`src/assert_macros.svh`:
```
// assertion macros for the rtl files, used by the divider cell
`ifndef ASSERT_MACROS_SVH
`define ASSERT_MACROS_SVH

// concurrent check on clk, muted while rst_n is low
`define ASSERT_CLK(label, prop) \
  label: assert property (@(posedge clk) disable iff (!rst_n) (prop)) \
    else $error("assertion failed");

`endif

```
`src/rgbhl_pkg.sv`:
```
// types and constants of the rgb to hue and lightness palette converter
`timescale 1ns / 1ps

package rgbhl_pkg;

  localparam int CHAN_W   = 8;
  localparam int NUM_W    = 11;
  localparam int DVS_W    = 10;
  localparam int IDX_W    = 4;
  localparam int NUM_CELLS = IDX_W;
  localparam int IN_W     = 24;
  localparam int OUT_W    = 16;
  localparam logic [IDX_W-1:0] IDX_MAX = {IDX_W{1'b1}};

  // work in flight along the divider row
  typedef struct packed {
    logic [NUM_W-1:0] rem;
    logic [DVS_W-1:0] dvs;
    logic [IDX_W-1:0] quo;
    logic [IDX_W-1:0] light;
    logic             grey;
  } tok_t;

endpackage

```
`src/rgb_to_hue_luma_palette.sv`:
```
// Converts a stream of 8-bit RGB pixels into 16-bit palette words: from the
// high nibble down, lightness, hue, hue and lightness index. One pixel is
// accepted per clock while the output is ready, and the pipeline is five
// registers deep: the front register, then the four divider cell registers.
// One front cell forms max, min, the lightness index and the hue numerator,
// then a row of four divider cells each settles one bit of the hue quotient.
// The last cell's register is the output register; every cell has its own
// valid bit and accepts new work whenever it is empty or its neighbor takes
// its data. No reset sweep, no configuration.
`timescale 1ns / 1ps

module rgb_to_hue_luma_palette (
  input  logic                        clk,
  input  logic                        rst_n,
  input  logic                        in_tvalid,
  output logic                        in_tready,
  input  logic [rgbhl_pkg::IN_W-1:0]  in_tdata,   // red in the low byte, then green, blue in the high byte
  output logic                        out_tvalid,
  input  logic                        out_tready,
  output logic [rgbhl_pkg::OUT_W-1:0] out_tdata   // light, hue, hue, light nibbles, high first
);
  import rgbhl_pkg::*;

  logic             vld [NUM_CELLS+1];
  logic             rdy [NUM_CELLS+1];
  tok_t             tok [NUM_CELLS+1];
  logic [IDX_W-1:0] hue;
  tok_t             last_tok;

  rgbhl_front u_front (
    .clk      (clk),
    .rst_n    (rst_n),
    .up_valid (in_tvalid),
    .up_ready (in_tready),
    .red      (in_tdata[CHAN_W-1:0]),
    .green    (in_tdata[2*CHAN_W-1:CHAN_W]),
    .blue     (in_tdata[3*CHAN_W-1:2*CHAN_W]),
    .dn_valid (vld[0]),
    .dn_ready (rdy[0]),
    .dn_tok   (tok[0])
  );

  for (genvar i = 0; i < NUM_CELLS; i++) begin : g_cell
    rgbhl_div_cell u_cell (
      .clk      (clk),
      .rst_n    (rst_n),
      .up_valid (vld[i]),
      .up_ready (rdy[i]),
      .up_tok   (tok[i]),
      .dn_valid (vld[i+1]),
      .dn_ready (rdy[i+1]),
      .dn_tok   (tok[i+1])
    );
  end

  assign rdy[NUM_CELLS] = out_tready;
  assign out_tvalid     = vld[NUM_CELLS];
  assign last_tok       = tok[NUM_CELLS];
  assign hue            = last_tok.grey ? '0 : last_tok.quo;
  assign out_tdata      = {last_tok.light, hue, hue, last_tok.light};

endmodule

```
`src/rgbhl_front.sv`:
```
// front cell: extremes, lightness index and hue numerator of one pixel
`timescale 1ns / 1ps

module rgbhl_front (
  input  logic                        clk,
  input  logic                        rst_n,
  input  logic                        up_valid,
  output logic                        up_ready,
  input  logic [rgbhl_pkg::CHAN_W-1:0] red,
  input  logic [rgbhl_pkg::CHAN_W-1:0] green,
  input  logic [rgbhl_pkg::CHAN_W-1:0] blue,
  output logic                        dn_valid,
  input  logic                        dn_ready,
  output rgbhl_pkg::tok_t             dn_tok
);
  import rgbhl_pkg::*;

  logic              valid_r;
  tok_t              tok_r;
  tok_t              tok_nxt;
  logic [CHAN_W-1:0] mx;
  logic [CHAN_W-1:0] mn;
  logic [CHAN_W-1:0] dd;
  logic [NUM_W-1:0]  d_w;
  logic [CHAN_W:0]   sum_s;
  logic [11:0]       lx;
  logic [12:0]       lq;
  logic [4:0]        light_raw;

  always_comb begin
    mx = red;
    mn = red;
    if (green > mx) mx = green;
    if (blue > mx) mx = blue;
    if (green < mn) mn = green;
    if (blue < mn) mn = blue;
    dd  = mx - mn;
    d_w = NUM_W'(dd);

    // x / 255 for x below 65535 is (x + (x >> 8) + 1) >> 8
    sum_s     = {1'b0, mx} + {1'b0, mn};
    lx        = {sum_s, 3'b000};
    lq        = {1'b0, lx} + 13'(lx[11:8]) + 13'd1;
    light_raw = lq[12:8];

    tok_nxt.quo   = '0;
    tok_nxt.grey  = (mx == mn);
    tok_nxt.dvs   = {2'b00, dd} + {1'b0, dd, 1'b0};
    tok_nxt.light = (light_raw > 5'(IDX_MAX)) ? IDX_MAX : light_raw[IDX_W-1:0];
    priority if (mx == red) begin
      if (green < blue) begin
        tok_nxt.rem = (d_w * NUM_W'(6)) - NUM_W'(blue - green);
      end else begin
        tok_nxt.rem = NUM_W'(green - blue);
      end
    end else if (mx == green) begin
      tok_nxt.rem = {d_w[NUM_W-2:0], 1'b0} + NUM_W'(blue) - NUM_W'(red);
    end else begin
      tok_nxt.rem = {d_w[NUM_W-3:0], 2'b00} + NUM_W'(red) - NUM_W'(green);
    end
  end

  assign up_ready = !valid_r || dn_ready;
  assign dn_valid = valid_r;
  assign dn_tok   = tok_r;

  always_ff @(posedge clk) begin
    if (!rst_n) begin
      valid_r <= 1'b0;
    end else if (up_ready) begin
      valid_r <= up_valid;
    end
  end

  always_ff @(posedge clk) begin
    if (up_ready && up_valid) begin
      tok_r <= tok_nxt;
    end
  end

endmodule

```
`src/rgbhl_div_cell.sv`:
```
// divider cell: one restoring step of the hue quotient per cell
`timescale 1ns / 1ps
`include "assert_macros.svh"

module rgbhl_div_cell (
  input  logic            clk,
  input  logic            rst_n,
  input  logic            up_valid,
  output logic            up_ready,
  input  rgbhl_pkg::tok_t up_tok,
  output logic            dn_valid,
  input  logic            dn_ready,
  output rgbhl_pkg::tok_t dn_tok
);
  import rgbhl_pkg::*;

  logic             valid_r;
  tok_t             tok_r;
  tok_t             tok_nxt;
  logic             qbit;
  logic [NUM_W-1:0] diff;

  always_comb begin
    qbit    = (up_tok.rem >= NUM_W'(up_tok.dvs));
    diff    = qbit ? (up_tok.rem - NUM_W'(up_tok.dvs)) : up_tok.rem;
    tok_nxt = up_tok;
    tok_nxt.rem = {diff[NUM_W-2:0], 1'b0};
    tok_nxt.quo = {up_tok.quo[IDX_W-2:0], qbit};
  end

  assign up_ready = !valid_r || dn_ready;
  assign dn_valid = valid_r;
  assign dn_tok   = tok_r;

  always_ff @(posedge clk) begin
    if (!rst_n) begin
      valid_r <= 1'b0;
    end else if (up_ready) begin
      valid_r <= up_valid;
    end
  end

  always_ff @(posedge clk) begin
    if (up_ready && up_valid) begin
      tok_r <= tok_nxt;
    end
  end

  // partial remainder stays below twice the divisor unless the pixel is grey
  `ASSERT_CLK(a_rem_bound, valid_r |-> (tok_r.grey || (tok_r.rem < {tok_r.dvs, 1'b0})))
  // zero divisor exactly for grey pixels
  `ASSERT_CLK(a_grey_dvs, valid_r |-> ((tok_r.dvs == '0) == tok_r.grey))
  // a stalled cell keeps its work
  `ASSERT_CLK(a_stall_hold, (valid_r && !dn_ready) |=> (valid_r && $stable(tok_r)))

endmodule
```
`config.mk`:
```
export PLATFORM = sky130hd
export DESIGN_NAME = rgb_to_hue_luma_palette
export DESIGN_NICKNAME = d
export VERILOG_FILES = /design/src/rgbhl_pkg.sv /design/src/rgb_to_hue_luma_palette.sv /design/src/rgbhl_front.sv /design/src/rgbhl_div_cell.sv
export VERILOG_INCLUDE_DIRS = /design/src /design/src/src
export SDC_FILE = /design/constraint.sdc
export NUM_CORES = 1
export LEC_CHECK = 0
export ABC_CLOCK_PERIOD_IN_PS = 10100
export BUFFER_PORTS_ARGS = -buffer_cell sky130_fd_sc_hd__buf_2
export CAP_MARGIN = 10
export CORE_UTILIZATION = 40
export CTS_BUF_LIST = sky130_fd_sc_hd__clkbuf_8
export DETAILED_ROUTE_END_ITERATION = 12
export GPL_TIMING_DRIVEN = 0
export SETUP_SLACK_MARGIN = 0.3
export SLEW_MARGIN = 20
export SYNTH_ARGS = -nofsm -noshare
export SYNTH_HDL_FRONTEND = slang
export SYNTH_SLANG_ARGS = --single-unit
```
`constraint.sdc`:
```
create_clock -name clk -period 10.1 [get_ports clk]
set_input_delay 1.01 -clock clk [delete_from_list [all_inputs] [get_ports clk]]
set_output_delay 1.01 -clock clk [all_outputs]
set_load 0.01 [all_outputs]
```
==> impl_results.md <==
* Worst slack at placement at -0.666 ns
* Io pins at 46
* Commonest cells in the netlist: ha_1, inv_1, edfxtp_1, nor2_1, xnor2_1
* VDD IR-drop max at 0.000137 V
* Die height at 165 µm
* Most area-consuming cells after synthesis: edfxtp_1, ha_1, xnor2_1, inv_1, fa_1
* CP required at 10.26 ns
* Post-synth EDFFs at 116
* CTS H-Tree Depth at 4
* LEAKAGE at 5.13 nW
* Initial antenna violation count at 0
* Startpoint types: input pin
* Final cycle utilization of the critical path at 0.923
* Die X at 165 µm
* Final core occ at 0.454
* Worst slew pin tran at 0.982 ns
* Post-synth top area cell: edfxtp_1
* Cell with the most instances after synthesis: ha_1
* Main synth FF type: edfxtp_1
* Syn nets at 1246
* Postcts setup bufs at 0
* Crit-path most repeated cell: ha_1
* GRT overflow at 0
* DRC at 0
* Post-Syn Area at 0.0106 mm²
* Fillers at 2504
* TritonCTS clock tree: built
* Area of the multi-input gates at 0.00642 mm²
* Net count, final at 1313
* Post-synthesis async set-or-reset flop share at 0
* Clock sink total at 121
* Outcome: finished clean
* Sequential element share of the synthesized area at 0.339
* Final WS setup at 0.777 ns
* Setup CP Type: in2reg
* Max_slew headroom at 0.344
* All-Layer GR Usage at 0.181
* Critical Path Sink Type: register
* Worst hold path cell count at 0
* Fmax at 107 MHz
* Area added between synthesis and finish at 11.7%
* Worst-case clock buffer depth at 2
* Largest stage delay, worst path at 0.43 ns
* DR vias at 7700
* Cell Rows at 59
* Number of buffers added on ports at 45
* Hold buffer count at CTS at 0
* Final hold vios at 0
* Detailed Routing Iterations Pass 1 at 6
* Final setup fails at 0
* R2R depth at 12
* Min Tclk post-route at 9.32 ns
* Maxcap violations at 0
* Max Slew Vio Count at 0
* Clk root buf: clkbuf_8
* TritonCTS Buffers at 17
* Mapped Avg Cell Area at 9.95 µm²
* Starting Density at 0.407
* Clock transition at the registers of the reported paths at 0.07 ns
* Final wirelength at 23200 µm
* Die ar. at 0.0271 mm²
* Layout cells sized above 1 at 0.136
* Yosys cell types at 74
* Routed len/inst at 15.7 µm
* CP max-delay cell: a21oi_1
* Clock Latency Late Sink at 0.43 ns
* First-pass GRT wire length at 38100 µm
* GP Congestion at 0.927
* RSZ-0062 raised after global routing: no
* Synth Register Bits at 121
* ANT nets after route at 0
* Setup Skew at 0.00926 ns
* Iter 0 DRT Violations at 405
* Register area at 0.00358 mm²
* Yosys warning count at 0
* Largest net degree at the start of global routing at 28
* Syn Inst Count at 1063
* PD cells at 371 mW/mm²
* Vias per cell at 5.21
* Data arrival, critical path at 9.49 ns
* Hold Path Class: reg2reg
* Yosys top cell area share at 0.329
* N_diodes at 0
* Critical path fanouts, max at 10
* DP HPWL at 19100 µm
* Vias in the first global route at 7766
* Placeable Area at 0.0260 mm²
worst max-delay path, delay by kind of cell:
family / cells / cell delay (ns)
AO/OA/AOI/OAI: 15 / 3.32
XOR/XNOR: 4 / 0.91
adder cells (fa/ha/maj): 5 / 1.79
buffers and inverters: 8 / 1.61
AND/OR/NAND/NOR: 5 / 0.85
through the flow:
step / hold WS, ns / std cells / TNS [ns] / cell area, µm² / power (mW)
floorplan: 0.400 / 1063 / 0 / 10600 / 3.24
global placement: 0.401 / 1443 / -1.54 / 11200 / 3.84
finish: 0.411 / 1478 / 0 / 11800 / 4.38
CTS: 0.412 / 1478 / 0 / 11800 / 4.37
global route: 0.414 / 1478 / 0 / 11800 / 4.78
detailed placement: 0.405 / 1446 / -1.93 / 11300 / 3.89
state kept, by name (all words and copies together), names as in the netlist:
| register | count |
|---|---|
| u_front.dn_tok | 26 |
| u_front.dn_valid | 1 |
| g_cell.u_cell.dn_tok | 90 |
| g_cell.u_cell.dn_valid | 4 |
cells by family after synthesis:
logic type	Yosys count	synth area share
adders and majority gates	157	0.198
AOI/OAI and AO/OA	252	0.160
and+or+nand+nor	240	0.113
buffers and inverters	151	0.0613
DFF	121	0.339
muxes	51	0.0519
xor gates and xnor gates	91	0.0768
final cells by class:
| class | instances | area share |
|---|---|---|
| buffer | 32 | 0.0173 |
| clock buffer | 17 | 0.0198 |
| clock inverter | 15 | 0.0162 |
| inverter | 119 | 0.0378 |
| multi-input combinational | 791 | 0.544 |
| sequential | 121 | 0.303 |
| tap | 335 | 0.0355 |
| timing repair buffer | 48 | 0.0261 |
where the power goes:
group          leakage [nW]  internal [mW]  switching [mW]  total [mW]
clock network         0.216          0.250           0.200       0.450
registers              1.11          0.752          0.0429       0.795
logic                  3.81           1.39            1.74        3.13
cells in the final DEF (no fill, tap or decap), types with 6 or more instances in the layout:
cell type,instances
a211oi_1,7
a21boi_0,6
a21o_1,32
a21oi_1,58
and3_1,7
buf_2,47
buf_4,13
clkbuf_1,11
clkbuf_8,17
edfxtp_1,116
fa_1,18
ha_1,137
inv_1,117
inv_6,6
mux2_2,21
mux2i_1,29
nand2_1,52
nand2b_1,14
nand3_1,14
nand4_1,12
nor2_1,72
nor2b_1,29
nor3_1,16
o21a_1,19
o21ai_0,55
o21bai_1,6
xnor2_1,60
xor2_1,27
worst paths after layout:
path,start,to,slack [ns]
worst min-delay path,g_cell[1].u_cell.dn_tok[0],g_cell[2].u_cell.dn_tok[0],0.41
worst max-delay path,in_tdata[1],u_front.dn_tok[29],0.78
worst max register to register,g_cell[1].u_cell.dn_tok[10],g_cell[2].u_cell.dn_tok[28],6.36
worst min register to register,g_cell[1].u_cell.dn_tok[0],g_cell[2].u_cell.dn_tok[0],0.41
per-layer routing:
metal,GRT usage,vias to the layer above,share of wire
met1,0.208,3579,0.43
met4,0.0888,0,0.039
met2,0.331,156,0.51
met3,0.0226,41,0.029
met5,0,-,0
li1,-,3924,-
timing repair:
item	in CTS	in global routing
resized for setup	4	7
setup endpoints to repair	3	5
pin swaps	0	0
Power figures use the tool's default switching activity.
